<file path="config.mk">
export PLATFORM = sky130hd
export DESIGN_NAME = scan_code_set1_to_ascii
export DESIGN_NICKNAME = d
export VERILOG_FILES = /design/src/scd_pkg.sv /design/src/scd_ram.sv /design/src/scd_decode.sv /design/src/scan_code_set1_to_ascii.sv
export SDC_FILE = /design/constraint.sdc
export NUM_CORES = 1
export LEC_CHECK = 0
export ABC_AREA = 1
export ABC_CLOCK_PERIOD_IN_PS = 3600
export BUFFER_PORTS_ARGS = -buffer_cell sky130_fd_sc_hd__buf_2
export CAP_MARGIN = 20
export CORE_ASPECT_RATIO = 1.25
export CORE_MARGIN = 2
export CORE_UTILIZATION = 37
export CTS_CLUSTER_DIAMETER = 50
export DETAILED_ROUTE_END_ITERATION = 6
export SYNTH_ARGS = -nofsm -noshare
export SYNTH_HDL_FRONTEND = slang
export SYNTH_SLANG_ARGS = --single-unit
export TNS_END_PERCENT = 50
</file>
<file path="constraint.sdc">
create_clock -name clk -period 3.6 [get_ports clk]
set_input_delay 0.54 -clock clk [delete_from_list [all_inputs] [get_ports clk]]
set_output_delay 0.54 -clock clk [all_outputs]
set_load 0.05 [all_outputs]
</file>
<file path="src/scd_pkg.sv">
// Shared types, constants and character tables for the set-1 scan code decoder.
// No dependencies.
`timescale 1ns / 1ps

package scd_pkg;

  localparam int unsigned CodeW     = 8;
  localparam int unsigned CharW     = 7;
  localparam int unsigned FlagDepth = 2;
  localparam int unsigned FlagAw    = $clog2(FlagDepth);

  localparam logic [FlagAw-1:0] FLAG_ADDR = '0;

  localparam logic [CodeW-1:0] CODE_PREFIX = 8'hE0;
  localparam logic [CodeW-1:0] CODE_BREAK  = 8'h80;
  localparam logic [6:0]       KEY_CTRL    = 7'h1D;
  localparam logic [6:0]       KEY_ALT     = 7'h38;
  localparam logic [6:0]       KEY_LSHIFT  = 7'h2A;
  localparam logic [6:0]       KEY_RSHIFT  = 7'h36;
  localparam logic [6:0]       KEY_CAPS    = 7'h3A;
  localparam logic [CodeW-1:0] CODE_ENTER  = 8'h1C;
  localparam logic [CodeW-1:0] CODE_LIMIT  = 8'h3A;

  localparam logic [CharW-1:0] CHAR_CR = 7'h0D;
  localparam logic [CharW-1:0] CHAR_LF = 7'h0A;

  localparam logic [1:0] CNT_NONE = 2'd0;
  localparam logic [1:0] CNT_ONE  = 2'd1;
  localparam logic [1:0] CNT_TWO  = 2'd2;

  typedef struct packed {
    logic shift;
    logic ctrl;
    logic alt;
    logic caps;
  } flags_t;

  localparam int unsigned FlagW = $bits(flags_t);

  typedef struct packed {
    flags_t           flags;
    logic [1:0]       cnt;
    logic [CharW-1:0] ch;
  } dec_t;

  function automatic logic is_letter(input logic [CodeW-1:0] c);
    return (c >= 8'h10 && c <= 8'h19) || (c >= 8'h1E && c <= 8'h26) ||
           (c >= 8'h2C && c <= 8'h32);
  endfunction

  function automatic logic [CharW-1:0] plain_char(input logic [5:0] c);
    logic [CharW-1:0] r;
    r = 7'h00;
    case (c)
      6'h01: r = 7'h1B; 6'h02: r = 7'h31; 6'h03: r = 7'h32; 6'h04: r = 7'h33;
      6'h05: r = 7'h34; 6'h06: r = 7'h35; 6'h07: r = 7'h36; 6'h08: r = 7'h37;
      6'h09: r = 7'h38; 6'h0A: r = 7'h39; 6'h0B: r = 7'h30; 6'h0C: r = 7'h2D;
      6'h0D: r = 7'h3D; 6'h0E: r = 7'h08; 6'h0F: r = 7'h09; 6'h10: r = 7'h71;
      6'h11: r = 7'h77; 6'h12: r = 7'h65; 6'h13: r = 7'h72; 6'h14: r = 7'h74;
      6'h15: r = 7'h79; 6'h16: r = 7'h75; 6'h17: r = 7'h69; 6'h18: r = 7'h6F;
      6'h19: r = 7'h70; 6'h1A: r = 7'h5B; 6'h1B: r = 7'h5D; 6'h1C: r = 7'h0D;
      6'h1E: r = 7'h61; 6'h1F: r = 7'h73; 6'h20: r = 7'h64; 6'h21: r = 7'h66;
      6'h22: r = 7'h67; 6'h23: r = 7'h68; 6'h24: r = 7'h6A; 6'h25: r = 7'h6B;
      6'h26: r = 7'h6C; 6'h27: r = 7'h3B; 6'h28: r = 7'h27; 6'h29: r = 7'h60;
      6'h2B: r = 7'h5C; 6'h2C: r = 7'h7A; 6'h2D: r = 7'h78; 6'h2E: r = 7'h63;
      6'h2F: r = 7'h76; 6'h30: r = 7'h62; 6'h31: r = 7'h6E; 6'h32: r = 7'h6D;
      6'h33: r = 7'h2C; 6'h34: r = 7'h2E; 6'h35: r = 7'h2F; 6'h37: r = 7'h2A;
      6'h39: r = 7'h20;
      default: r = 7'h00;
    endcase
    return r;
  endfunction

  function automatic logic [CharW-1:0] shift_char(input logic [CodeW-1:0] c);
    logic [CharW-1:0] r;
    r = plain_char(c[5:0]);
    if (is_letter(c)) begin
      r = r - 7'h20;
    end else begin
      case (c[5:0])
        6'h02: r = 7'h21; 6'h03: r = 7'h40; 6'h04: r = 7'h23; 6'h05: r = 7'h24;
        6'h06: r = 7'h25; 6'h07: r = 7'h5E; 6'h08: r = 7'h26; 6'h09: r = 7'h2A;
        6'h0A: r = 7'h28; 6'h0B: r = 7'h29; 6'h0C: r = 7'h5F; 6'h0D: r = 7'h2B;
        6'h1A: r = 7'h7B; 6'h1B: r = 7'h7D; 6'h27: r = 7'h3A; 6'h28: r = 7'h22;
        6'h29: r = 7'h7E; 6'h2B: r = 7'h7C; 6'h33: r = 7'h3C; 6'h34: r = 7'h3E;
        6'h35: r = 7'h3F;
        default: r = plain_char(c[5:0]);
      endcase
    end
    return r;
  endfunction

endpackage

</file>
<file path="src/scd_ram.sv">
// Generic single-port-write, single-port-read RAM with registered read data.
// No dependencies.
`timescale 1ns / 1ps

module scd_ram #(
  parameter int unsigned WIDTH = 8,
  parameter int unsigned DEPTH = 2
) (
  input  logic                     clk,
  input  logic                     wr_en,
  input  logic [$clog2(DEPTH)-1:0] wr_addr,
  input  logic [WIDTH-1:0]         wr_data,
  input  logic                     rd_en,
  input  logic [$clog2(DEPTH)-1:0] rd_addr,
  output logic [WIDTH-1:0]         rd_data
);

  logic [WIDTH-1:0] mem [DEPTH];

  always_ff @(posedge clk) begin
    if (wr_en) begin
      mem[wr_addr] <= wr_data;
    end
    if (rd_en) begin
      rd_data <= mem[rd_addr];
    end
  end

endmodule

</file>
<file path="src/scd_decode.sv">
// Decodes one scan byte against the current modifier flags.
// Depends on scd_pkg.
`timescale 1ns / 1ps

module scd_decode (
  input  logic [scd_pkg::CodeW-1:0] code,
  input  scd_pkg::flags_t           flags_cur,
  output scd_pkg::dec_t             dec
);

  logic [6:0] key;
  logic       make;
  logic       upper;

  assign key  = code[6:0];
  assign make = ~code[7];

  always_comb begin
    dec       = '0;
    dec.flags = flags_cur;
    dec.cnt   = scd_pkg::CNT_NONE;
    upper     = scd_pkg::is_letter(code) ? (flags_cur.caps ^ flags_cur.shift)
                                         : flags_cur.shift;
    dec.ch    = upper ? scd_pkg::shift_char(code) : scd_pkg::plain_char(code[5:0]);
    if (code == scd_pkg::CODE_PREFIX) begin
      dec.cnt = scd_pkg::CNT_NONE;
    end else if (key == scd_pkg::KEY_CTRL) begin
      dec.flags.ctrl = make;
    end else if (key == scd_pkg::KEY_ALT) begin
      dec.flags.alt = make;
    end else if (key == scd_pkg::KEY_LSHIFT || key == scd_pkg::KEY_RSHIFT) begin
      dec.flags.shift = make;
    end else if (key == scd_pkg::KEY_CAPS) begin
      dec.flags.caps = flags_cur.caps ^ ~make;
    end else if (code == scd_pkg::CODE_ENTER) begin
      dec.cnt = scd_pkg::CNT_TWO;
    end else if (code <= scd_pkg::CODE_LIMIT) begin
      dec.cnt = scd_pkg::CNT_ONE;
    end
  end

endmodule

</file>
<file path="src/scan_code_set1_to_ascii.sv">
// Set-1 scan code to ASCII decoder: top level with flag RAM, decode stage and output register.
// Depends on scd_pkg, scd_ram and scd_decode.
// An accepted byte is registered in the decode stage; its results go to the output register.
// Throughput: one byte per cycle unless the output stalls; an enter byte stays for CR and LF.
// The decode stage, fed by the registered flag RAM read, sets the rate.
// Reset clears all control state; the flags read as zero until the first flag RAM write.
`timescale 1ns / 1ps

module scan_code_set1_to_ascii (
  input  logic                      clk,
  input  logic                      rst_n,
  input  logic                      in_valid,
  output logic                      in_ready,
  input  logic [scd_pkg::CodeW-1:0] in_scan_byte,
  output logic                      out_valid,
  input  logic                      out_ready,
  output logic [scd_pkg::CharW-1:0] out_char_code,
  output logic                      out_ctrl_held,
  output logic                      out_alt_held,
  output logic                      out_last
);

  logic                      p_valid_r, p_valid_nxt;
  logic                      p_phase_r, p_phase_nxt;
  logic [scd_pkg::CodeW-1:0] p_code_r;
  logic                      fwd_r;
  scd_pkg::flags_t           fwd_data_r;
  logic                      vld_r;
  logic                      out_valid_r, out_valid_nxt;
  logic [scd_pkg::CharW-1:0] out_char_r;
  logic                      out_ctrl_r, out_alt_r, out_last_r;

  logic                      rd_en, wr_en, push, p_done, out_free;
  logic [scd_pkg::FlagW-1:0] rd_data;
  scd_pkg::flags_t           flags_cur;
  scd_pkg::dec_t             dec;
  logic [scd_pkg::CharW-1:0] push_char;
  logic                      push_last;

  scd_ram #(
    .WIDTH(scd_pkg::FlagW),
    .DEPTH(scd_pkg::FlagDepth)
  ) u_flags (
    .clk     (clk),
    .wr_en   (wr_en),
    .wr_addr (scd_pkg::FLAG_ADDR),
    .wr_data (dec.flags),
    .rd_en   (rd_en),
    .rd_addr (scd_pkg::FLAG_ADDR),
    .rd_data (rd_data)
  );

  always_comb begin
    if (fwd_r) begin
      flags_cur = fwd_data_r;
    end else if (vld_r) begin
      flags_cur = scd_pkg::flags_t'(rd_data);
    end else begin
      flags_cur = '0;
    end
  end

  scd_decode u_decode (
    .code      (p_code_r),
    .flags_cur (flags_cur),
    .dec       (dec)
  );

  assign out_free  = ~out_valid_r | out_ready;
  assign push      = p_valid_r && dec.cnt != scd_pkg::CNT_NONE && out_free;
  assign push_last = !(dec.cnt == scd_pkg::CNT_TWO && !p_phase_r);
  assign p_done    = p_valid_r && (dec.cnt == scd_pkg::CNT_NONE || (push && push_last));
  assign in_ready  = ~p_valid_r | p_done;
  assign rd_en     = in_valid & in_ready;
  assign wr_en     = p_done;

  always_comb begin
    if (dec.cnt == scd_pkg::CNT_TWO) begin
      push_char = p_phase_r ? scd_pkg::CHAR_LF : scd_pkg::CHAR_CR;
    end else begin
      push_char = dec.ch;
    end
  end

  always_comb begin
    p_valid_nxt = p_valid_r;
    p_phase_nxt = p_phase_r;
    if (p_done) begin
      p_valid_nxt = 1'b0;
      p_phase_nxt = 1'b0;
    end else if (push) begin
      p_phase_nxt = 1'b1;
    end
    if (rd_en) begin
      p_valid_nxt = 1'b1;
    end
    out_valid_nxt = out_valid_r;
    if (push) begin
      out_valid_nxt = 1'b1;
    end else if (out_ready) begin
      out_valid_nxt = 1'b0;
    end
  end

  always_ff @(posedge clk) begin
    if (!rst_n) begin
      p_valid_r   <= 1'b0;
      p_phase_r   <= 1'b0;
      fwd_r       <= 1'b0;
      vld_r       <= 1'b0;
      out_valid_r <= 1'b0;
    end else begin
      p_valid_r   <= p_valid_nxt;
      p_phase_r   <= p_phase_nxt;
      out_valid_r <= out_valid_nxt;
      if (wr_en) begin
        vld_r <= 1'b1;
      end
      if (rd_en) begin
        fwd_r <= wr_en;
      end
    end
  end

  always_ff @(posedge clk) begin
    if (rd_en) begin
      p_code_r   <= in_scan_byte;
      fwd_data_r <= dec.flags;
    end
    if (push) begin
      out_char_r <= push_char;
      out_ctrl_r <= dec.flags.ctrl;
      out_alt_r  <= dec.flags.alt;
      out_last_r <= push_last;
    end
  end

  assign out_valid     = out_valid_r;
  assign out_char_code = out_char_r;
  assign out_ctrl_held = out_ctrl_r;
  assign out_alt_held  = out_alt_r;
  assign out_last      = out_last_r;

  a_phase_needs_item: assert property (@(posedge clk) disable iff (!rst_n)
    p_phase_r |-> p_valid_r)
    else $error("phase set with no item in decode stage");

  a_cr_pending_lf: assert property (@(posedge clk) disable iff (!rst_n)
    (out_valid_r && !out_last_r) |-> (p_valid_r && p_phase_r))
    else $error("CR shown without LF pending");

  a_cr_char: assert property (@(posedge clk) disable iff (!rst_n)
    (out_valid_r && !out_last_r) |-> (out_char_r == scd_pkg::CHAR_CR))
    else $error("non-final result is not CR");

  a_write_marks_valid: assert property (@(posedge clk) disable iff (!rst_n)
    wr_en |=> vld_r)
    else $error("flag entry not marked after write");

  a_no_ready_mid_enter: assert property (@(posedge clk) disable iff (!rst_n)
    (p_valid_r && dec.cnt == scd_pkg::CNT_TWO && !p_phase_r) |-> !in_ready)
    else $error("input taken before enter run complete");

endmodule

</file>
* Word-level counts from Yosys, hierarchy flattened
Memory sizes are Yosys's and may differ from the RTL's. A register that Yosys moved wholly into a read port is not among the register bits.
Cells that the tools add are included.
** Word-level totals
- Bits in registers :: 27
- Bits in writable memories :: 8
- Bits in read-only memories :: 1344
- Memories :: 4
** Memories
- (name not given) :: words 64, bits a word 7, rd ports 1, clocked after memory_dff 1, write ports 0, RTL line scd_pkg.sv:54 : case (c)
- (name not given) :: words 64, bits a word 7, rd ports 1, clocked after memory_dff 1, write ports 0, RTL line scd_pkg.sv:54
- (name not given) :: words 64, bits a word 7, rd ports 1, clocked after memory_dff 1, write ports 0, RTL line scd_pkg.sv:54
- u_flags.mem :: words 2, bits a word 4, rd ports 1, clocked after memory_dff 1, write ports 1, RTL line scd_ram.sv:18 : logic [WIDTH-1:0] mem [DEPTH];
** Operators by class
- $add $sub $neg :: 1
- Magnitude comparators :: 7
- Equal/unequal tests :: 29
- Muxes and demuxes :: 31
- Bitwise logic cells :: 9
- Reductions and logical operators :: 19
** Operators with widths (number)
- $pmux W7 S21 :: 1
- $eq A6 B6 Y1 const B :: 7
- $eq A6 B4 Y1 const B :: 6
- $eq A7 B6 Y1 const B :: 4
- $eq A6 B3 Y1 const B :: 4
- $le A8 B6 Y1 const B :: 3
- $mux W7 :: 3
- $mux W6 :: 3
- $ge A8 B5 Y1 const B :: 2
- $mux W4 :: 4
- $mux W1 :: 14
- $eq A6 B2 Y1 const B :: 2
- $eq A6 B5 Y1 const B :: 2
- $mux W3 :: 3
- $eq A8 B5 Y1 const B :: 1
- $eq A8 B8 Y1 const B :: 1
- $ge A8 B6 Y1 const B :: 1
- $le A8 B5 Y1 const B :: 1
- $logic_and A1 B1 Y1 :: 8
- $eq A7 B5 Y1 const B :: 1
- $sub A7 B6 Y7 const B :: 1
- $mux W2 :: 3
- $reduce_bool A2 Y1 :: 3
- $logic_or A1 B1 Y1 :: 4
- 8 further kinds :: 14

* Logic depth before layout (Yosys ltp)
Gate-level depths: netlist (run 1).
- Depth after elaboration :: 17
- Gate-level depth with buffers :: 23
- Mapped depth without buffers :: 21

* By module
A second synthesis (run 1) with hierarchy kept.
** Unflattened totals
- Cell total of the unflattened synthesis :: 418
- Area, all modules :: 3098.0 um^2
** By module, submodules not included
- scd_decode :: instances 1, cells an instance 306, area an instance 1652.8 um^2
- scan_code_set1_to_ascii :: instances 1, cells an instance 83, area an instance 1021.0 um^2
- scd_ram :: instances 1, cells an instance 29, area an instance 424.2 um^2

* Least setup slack after synthesis (run 1)
No wires, ideal clock.
- Kind :: reg-to-reg
- Start :: register p_code_r[1] (netlist name)
- End :: register with a tool-made name
- Setup time :: 0.113 ns
- Data arrival time :: 2.429 ns
- Data required time :: 3.487 ns
- Slack :: 1.058 ns
- Stages on the path, launching flop included :: 18
- Path buffers :: 1
- Clock period less this slack :: 2.542 ns
- Path through :: edfxtp_1 -> inv_2 -> nand2_1 -> nor2_1 -> nand2_2 -> nor2_1 -> inv_1 -> nand2_2 -> nand2_2 -> buf_6 -> nand3_1 -> nand2_1 -> ha_1 -> or2_2 -> nand4_1 -> nand2_1 -> inv_1 -> nand2_1
** RTL lines
- start: declaration :: RTL line scan_code_set1_to_ascii.sv:25 : logic [scd_pkg::CodeW-1:0] p_code_r;
- start signal: assignment :: RTL line scan_code_set1_to_ascii.sv:127 : p_code_r <= in_scan_byte;

==> flow_summary.toml, run 1 <==
[global_route]
grt_usage_pct = 18.5
grt_pass1_vias = 2801
antenna_found_initial = 0
grt_max_degree = 22
overflow = 0
grt_pass1_wl_mm = 13.2

[sta]
period_share_pct = 88.0
fin_worst_skew_ns = 0.00841
fmax_mhz = 316
setup_viol = 0
hold_violations = 0
final_max_slew_viol_count = 0
layout_setup_ws_ns = 0.433
rsz0062_at_grt = "false"
final.min_clock_period_ns = 3.17
tns_ns = 0
slew_headroom_pct = 57.1
worst_pin_slew_ns = 0.641

[setup_path]
cp_num_cells = 20
critPathLaunchType = "flip-flop"
crit_slowest_cell = "edfxtp_1"
worstRegToRegCells = 20
path_common_cell = "nand2_1"
crit_type = "reg -> reg"
endpoint_kind = "flip-flop"
crit_chain = "inv_2 > nand2_4 > nor2_1 > nand2_1 > nand2_1 > nor2_2 > o211ai_2 > nand2_2 > nand2_2 > nand2_4 > nand2_1 > nand2_1 > ha_1 > nand2_1 > nand3_1 > nand2_1 > nand2_1 > nand2_1 > nand2_1 > inv_1"
worst_path_largest_cell_delay_ns = 0.53
critPathRequiredTime_ns = 3.80
cp.arrival_ns = 3.37
path_buf_inv = 2
crit_fanout = 13
crit_family = "simple AND/OR/NAND/NOR gates"

[power]
p_comb_share_pct = 22.2
powerDensity_mw_per_mm2 = 405
pwr-share-seq_pct = 44.1
p_clk_share_pct = 33.7
internal-power_uw = 928
swShare_pct = 30.0
peakVddDrop_mv = 0.196
p_leak_nw = 1.55
power.net_switching_uw = 398

[drt]
avgViaCountPerCell = 5.29
wl_mm = 8.01
firstDrtPassIters = 5
via_count = 2768
drc_errors = 0
wl_per_cell_um = 15.3
drtAntennaViolNets = 0
drtIter0Drc = 155

[place]
hpwlAfterDp_mm = 6.11
dp.cells = 515
place_ws_ns = 0.510
port_buffers = 23
place_congestion = 0.988

[clock_tree]
post_cts_hold_buffer_count = 0
cts_root_buffer = "clkbuf_8"
clk_latency_ns = 0.30
clk_path_buf_depth = 2
cts_made_buffers = 5
cts_max_level = 2
cts.clk_slew.worst_paths_ns = 0.08
cts_tree = "done"
clock-sinks = 42
cts_resized = 0
post-cts-setup-buffers = 0

[synth]
synth-seq-area-share_pct = 38.4
syn_nets = 429
synth_compound_area_share_pct = 10.3
ys.flop_type = "edfxtp_1"
synth_area_mm2 = 0.00297
synthCells = 406
synthArstFlopShare_pct = 0
ys_types = 37
synth.avg_cell_area_um2 = 7.32
synth_seq_cells = 42
synth_xor_area_share_pct = 0.884
synthMuxAreaShare_pct = 0.337
synth_fa_ha_area_share_pct = 4.63
synth_enable_flop_cells = 30
synth-simple-area-share_pct = 36.7
yosys_warnings = 0
synth_top_family_by_area = "simple AND/OR/NAND/NOR gates"

[final_layout]
layout.nets = 450
diodes = 0
drive_gt1_share_pct = 13.8
final_cell_mix = "114 x nand2_1, 49 x nand3_1, 41 x inv_1, 39 x nor2_1, 30 x edfxtp_1"
area_growth_pct = 9.97
final_common_cell = "nand2_1"
n_fill_cell = 805
final_cells = 523

[flow_run]
cap_violations = 0

[die]
fp.dieH_um = 104
core_area_mm2 = 0.00779
die_x_um = 84.2
ios = 24
start_util_pct = 38.2
rows = 36
die-area_mm2 = 0.00877

[min_path]
min_path_type = "in -> reg"
min_path_cells = 1

[status]
status = "completed"
-- final timing paths --
check | startpoint | to | slack, ns
min reg2reg | u_flags.mem[0][3] | u_flags.rd_data[3] | 0.43
max reg2reg | p_code_r[2] | flip-flop | 0.43
max | p_code_r[2] | flip-flop | 0.43
min | in_scan_byte[6] | p_code_r[6] | 0.41
-- stage by stage --
step | area, µm² | utilization, % | hold slack (ns) | power [mW]
3_3_place_gp | 3130 | 40.2 | 0.403 | 0.888
5_1_grt | 3270 | 42.0 | 0.401 | 1.39
4_1_cts | 3270 | 42.0 | 0.407 | 1.33
2_1_floorplan | 2970 | - | 0.400 | 0.813
6_report | 3270 | 42.0 | 0.411 | 1.33
3_5_place_dp | 3130 | 40.2 | 0.409 | 0.884
-- layout make-up --
type	instances	area (µm²)	share of cell area, %
Clock buffer	5	68.8	2.10
Clock inverter	3	68.8	2.10
Inverter	47	176	5.40
Multi-Input combinational cell	307	1570	48.1
Sequential cell	42	1140	34.9
Tap cell	95	119	3.64
Timing Repair Buffer	24	123	3.75
-- metal layers --
metal | GRT usage (%) | share of wire [%] | routed length [µm] | up-vias
met1 | 21.1 | 42 | 3330 | 1260
li1 | - | - | - | 1394
met5 | 0 | 0 | 0 | -
met4 | 9.79 | 4.1 | 328 | 0
met2 | 33.0 | 50 | 4010 | 89
met3 | 2.70 | 4.2 | 339 | 25
-- cells by family after synthesis --
family,count (synthesis)
and+or+nand+nor,241
buffers and inverters,57
muxes,1
adders and majority gates,11
xor gates and xnor gates,3
AOI/OAI and AO/OA,51
DFF,42
-- cells in the mapped netlist (2+ instances only) --
library cell  instances  area (µm²)
nand4_1               5        31.3
nand3_1              49         245
nor4_1                4        25.0
o21bai_1              2        15.0
a21oi_1              15        75.1
buf_2                 3        15.0
a211oi_1              2        15.0
nand2_1             114         428
nand3b_1              4        30.0
a22oi_1               3        22.5
nand3_2               2        20.0
edfxtp_1             30         901
o21ai_0              18        90.1
nor2_2                3        18.8
xor2_1                3        26.3
buf_4                 3        22.5
buf_6                 4        45.0
dfxtp_1              12         240
nand2_4               5        56.3
inv_1                41         154
nor2_1               39         146
nand2_2               8        50.1
o21ai_1               2        10.0
ha_1                 11         138
inv_2                 6        22.5
nor3_1                7        35.0
-- power by group through the flow --
| stage | Sequential (mW) | Combinational (mW) | Clock [mW] |
|---|---|---|---|
| 5_1_grt | 0.588 | 0.330 | 0.470 |
| 6_report | 0.584 | 0.294 | 0.447 |
| 3_5_place_dp | 0.595 | 0.288 | 0 |
| 3_3_place_gp | 0.595 | 0.293 | 0 |
| 2_1_floorplan | 0.595 | 0.218 | 0 |
| 4_1_cts | 0.584 | 0.290 | 0.453 |
No activity file was read; power rests on OpenSTA's default activity.
==> run 2: changes to the inputs <==
--- a/config.mk
+++ b/config.mk
@@ -14,6 +14,7 @@
 export CORE_UTILIZATION = 37
 export CTS_CLUSTER_DIAMETER = 50
 export DETAILED_ROUTE_END_ITERATION = 6
+export PLACE_DENSITY = 0.61
 export SYNTH_ARGS = -nofsm -noshare
 export SYNTH_HDL_FRONTEND = slang
 export SYNTH_SLANG_ARGS = --single-unit
==> flow_summary.toml, run 2 (synthesis gave the netlist of run 1 again) <==
[setup_path]
crit_chain = "inv_2 > nand2_1 > nor2_1 > nand2_2 > nor2_1 > inv_1 > nand2_2 > nand2_2 > nand2_4 > nand2_1 > nand2_1 > ha_1 > nand3_1 > nand3_1 > nand2_1 > nand2_1 > nand2_1 > nand2_1 > nand2_1"
worst_path_largest_cell_delay_ns = 0.54
endpoint_kind = "flip-flop"
crit_type = "reg -> reg"
crit_slowest_cell = "edfxtp_1"
worstRegToRegCells = 19
critPathLaunchType = "flip-flop"
crit_fanout = 13
path_common_cell = "nand2_1"
critPathRequiredTime_ns = 3.78
cp.arrival_ns = 3.39

[clock_tree]
cts_resized = 0
clk_path_buf_depth = 2
clock-sinks = 42
cts.clk_slew.worst_paths_ns = 0.08
cts_made_buffers = 5
cts_tree = "done"
post-cts-setup-buffers = 0
cts_max_level = 2
clk_latency_ns = 0.29
post_cts_hold_buffer_count = 0
cts_root_buffer = "clkbuf_8"

[drt]
wl_met2_mm = 3.90
wl_per_cell_um = 14.8
wl_mm = 7.76
drc_errors = 0
firstDrtPassIters = 5
drtIter0Drc = 314
drtAntennaViolNets = 0
m1WireLength_mm = 3.13
top_layer = "met4"
via_count = 2865
wl_met3_um = 418
avgViaCountPerCell = 5.48

[sta]
period_share_pct = 89.2
fmax_mhz = 311
rsz0062_at_grt = "false"
final_max_slew_viol_count = 0
tns_ns = 0
final.min_clock_period_ns = 3.21
worst_pin_slew_ns = 0.640
fin_hold_ws_ns = 0.416
layout_setup_ws_ns = 0.388
fin_worst_skew_ns = 0.0103
hold_violations = 0
setup_viol = 0
slew_headroom_pct = 57.3

[global_route]
overflow = 0
antenna_found_initial = 0
grt_usage_pct = 18.2
grt_pass1_wl_mm = 13.1
grt_max_degree = 18
grt_pass1_vias = 2796

[power]
swShare_pct = 33.2
powerDensity_mw_per_mm2 = 366
finalPower_mw = 1.18
p_clk_share_pct = 25.8
internal-power_uw = 788
power.net_switching_uw = 391
p_comb_share_pct = 24.8
peakVddDrop_mv = 0.181
p_leak_nw = 1.52
pwr-share-seq_pct = 49.4

[final_layout]
final_common_cell = "nand2_1"
diodes = 0
area_growth_pct = 8.46
drive_gt1_share_pct = 13.8
final_cell_mix = "114 x nand2_1, 49 x nand3_1, 41 x inv_1, 39 x nor2_1, 30 x edfxtp_1"
layout.nets = 450
final_cells = 523

[min_path]
min_path_type = "in -> reg"
min_path_cells = 1

[die]
start_util_pct = 38.2
rows = 36
die-area_mm2 = 0.00877
die_x_um = 84.2
ios = 24
core_area_mm2 = 0.00779
fp.dieH_um = 104

[place]
dp.cells = 515
hpwlAfterDp_mm = 5.98
place_ws_ns = 0.497
place_congestion = 0.992
port_buffers = 23

[status]
status = "completed"

[flow_run]
cap_violations = 0
-- run 2: layout make-up --
type / count / area, µm²
multi-input combinational: 307 / 1570
fill: 826 / 4570
timing repair buffer: 24 / 123
sequential: 42 / 1140
clock buffer: 5 / 68.8
inverter: 47 / 176
tap: 95 / 119
clock inverter: 3 / 23.8
-- run 2: through the flow --
step / utilization, % / area, µm²
CTS: 41.4 / 3220
detailed placement: 40.2 / 3130
floorplan: - / 2970
global placement: 40.2 / 3130
finish: 41.4 / 3220
global route: 41.4 / 3220
-- run 2: final timing paths --
kind,endpoint,from,slack (ns)
setup reg to reg,flip-flop,p_code_r[1],0.39
setup / recovery,flip-flop,p_code_r[1],0.39
hold / removal,p_code_r[6],in_scan_byte[6],0.42
hold reg to reg,u_flags.rd_data[1],u_flags.mem[0][1],0.43
-- run 2: per-layer routing --
metal / vias to the layer above / GRT usage, %
met3: 31 / 2.62
met2: 132 / 31.6
met1: 1307 / 21.3
met4: 0 / 10.0
li1: 1395 / -
met5: - / 0
-- run 2: worst max-delay path, delay by kind of cell (launching register included) --
kind	cells	cell delay, ns
fa+ha+maj	1	0.23
buf+inv	2	0.32
flops	1	0.54
simple gates	16	1.98
-- run 2: power groups by stage --
stage	combinational [mW]	clock [mW]	sequential [mW]
detailed placement	0.286	0	0.594
global placement	0.288	0	0.594
CTS	0.288	0.314	0.583
finish	0.292	0.305	0.583
global route	0.329	0.335	0.588
floorplan	0.218	0	0.595
==> run 3: changes to the inputs <==
--- a/config.mk
+++ b/config.mk
@@ -17,5 +17,6 @@
 export PLACE_DENSITY = 0.61
 export SYNTH_ARGS = -nofsm -noshare
 export SYNTH_HDL_FRONTEND = slang
+export SYNTH_HIERARCHICAL = 1
 export SYNTH_SLANG_ARGS = --single-unit
 export TNS_END_PERCENT = 50
==> flow_summary.toml, run 3 <==
[synth]
synthArstFlopShare_pct = 0
synth_area_leaders = "edfxtp_1 33%, nand2_1 14%, nand3_1 7.1%, inv_1 5.2%, ha_1 4.8%"
synth.top_cell.area_share_pct = 33.0
synth_seq_cells = 39
yosys_warnings = 6
synth-seq-area-share_pct = 36.2
synth_top_area_cell = "edfxtp_1"
synth.avg_cell_area_um2 = 7.41
synth_area_mm2 = 0.00310
ys_types = 40
synthCells = 418
ys.flop_type = "edfxtp_1"
yosysMostFrequentCell = "nand2_1"
synth_commonest_cells = "116 x nand2_1, 44 x nand3_1, 43 x inv_1, 36 x nor2_1, 34 x edfxtp_1"
synth_enable_flop_cells = 34

[global_route]
grt_usage_pct = 18.8
grt_max_degree = 20
grt_pass1_wl_mm = 13.4
grt_pass1_vias = 2836
overflow = 0
antenna_found_initial = 0

[flow_run]
cap_violations = 0

[place]
placed_area_mm2 = 0.00329
port_buffers = 23
hpwlAfterDp_mm = 6.30
place_congestion = 1.01
place_ws_ns = 0.570
dp.cells = 537

[final_layout]
final_cell_mix = "116 x nand2_1, 44 x nand3_1, 42 x inv_1, 36 x nor2_1, 34 x edfxtp_1"
diodes = 0
final_cells = 545
final_common_cell = "nand2_1"
area_growth_pct = 10.7
layout.nets = 471
drive_gt1_share_pct = 17.9
utilization_pct = 41.9
design_area_mm2 = 0.00343
n_fill_cell = 810

[clock_tree]
post_cts_hold_buffer_count = 0
cts_made_buffers = 5
cts_root_buffer = "clkbuf_8"
clock-sinks = 39
clk_path_buf_depth = 2
post-cts-setup-buffers = 0
cts.clk_slew.worst_paths_ns = 0.07
cts_resized = 0
cts_tree = "done"
cts_max_level = 2
clk_latency_ns = 0.29

[power]
powerDensity_mw_per_mm2 = 362
p_leak_nw = 1.61
peakVddDrop_mv = 0.319
finalPower_mw = 1.24

[sta]
tns_ns = 0
slew_headroom_pct = 56.6
fin_worst_skew_ns = 0.0113
worst_pin_slew_ns = 0.651
fin_hold_ws_ns = 0.431
hold_violations = 0
final_max_slew_viol_count = 0
layout_setup_ws_ns = 0.327
period_share_pct = 90.9
setup_viol = 0
rsz0062_at_grt = "false"
final.min_clock_period_ns = 3.27
fmax_mhz = 306

[setup_path]
endpoint_kind = "output pin"
rrSetupSlack_ns = 0.66
endpoint = "in_ready"
critPathRequiredTime_ns = 3.06
r2r-start = "p_code_r[0]"
cp.arrival_ns = 2.73
worstRegToRegCells = 15
critPathLaunchType = "flip-flop"
crit_type = "reg -> out"
crit_fanout = 8
r2r_end = "u_flags/mem[0][3]"
cp-startpoint = "p_code_r[0]"

[die]
die-area_mm2 = 0.00913
fp.dieH_um = 106
start_util_pct = 37.8
rows = 37
core_area_mm2 = 0.00819
die_x_um = 85.8
ios = 24

[drt]
drtIter0Drc = 328
drc_errors = 2
wl_mm = 8.19
via_count = 2889
wl_per_cell_um = 15.0
avgViaCountPerCell = 5.30
drtAntennaViolNets = 0
firstDrtPassIters = 7

[status]
status = "finished, violations left"
violations = "DRC"

[min_path]
min_path_type = "in -> reg"
[run 3: cell types whose count changed in the layout (fill, tap and decap cells not counted), moves of 4 or more]
cell	change
nor2_4	+8
dfxtp_1	-7
conb_1	+7
edfxtp_1	+4
o21ai_0	+4
nor2_2	+4
a21oi_1	-4
o211ai_1	+4
buf_4	+5
nand3_1	-5
[run 3: kinds of logic (layout without fill, tap and decap cells)]
family          count (synthesis)  after routing  share of synthesized area [%]
simple gates                  246            246                           37.8
buf+inv                        62             86                           9.81
compound gates                 55             55                           10.4
flops                          39             39                           36.2
fa+ha+maj                      12             12                           4.85
xor+xnor                        2              2                          0.566
other cells                     1              7                          0.121
mux                             1              1                          0.323
[run 3: critical path, cell delays in order, from the launching register on]
cell      delay [ns]
edfxtp_1        0.50
inv_1           0.21
ha_2            0.30
nand3_1         0.19
nor3_1          0.07
a31oi_1         0.23
nand3_1         0.12
nor2_1          0.17
inv_1           0.09
nand3_2         0.13
nand3_2         0.10
nand2_2         0.09
buf_2           0.26
[run 3: layout make-up]
cell class              instances  area [µm²]  area share, %
clock buffers                   6        72.6           2.12
clock inverters                 2        60.1           1.75
inverters                      49         196           5.73
multi-input cells             323        1700           49.5
flip-flops and latches         39        1120           32.7
well taps                      97         121           3.54
repair buffers                 29         160           4.67
[run 3: worst min path at each step]
stage                           start            endpoint  slack (ns)  depth (start not counted)
floorplan                       vld_r               vld_r        0.47                          2
global placement    u_flags/mem[0][1]  u_flags/rd_data[1]        0.50                          2
detailed placement  u_flags/mem[0][1]  u_flags/rd_data[1]        0.51                          2
CTS                   in_scan_byte[3]         p_code_r[3]        0.42                          1
global route          in_scan_byte[2]         p_code_r[2]        0.42                          1
finish                in_scan_byte[2]         p_code_r[2]        0.43                          1
[run 3: metal layers]
| metal | global-route usage [%] | up-vias | wire length [µm] |
|---|---|---|---|
| met2 | 31.3 | 146 | 3940 |
| met5 | 0 | - | 0 |
| li1 | - | 1436 | - |
| met1 | 22.7 | 1276 | 3250 |
| met4 | 10.7 | 0 | 425 |
| met3 | 3.26 | 31 | 569 |
[run 3: power by group]
part / internal [mW] / total (mW) / switching, mW
Sequential: 0.520 / 0.541 / 0.0207
Combinational: 0.0881 / 0.274 / 0.186
Clock: 0.277 / 0.426 / 0.149
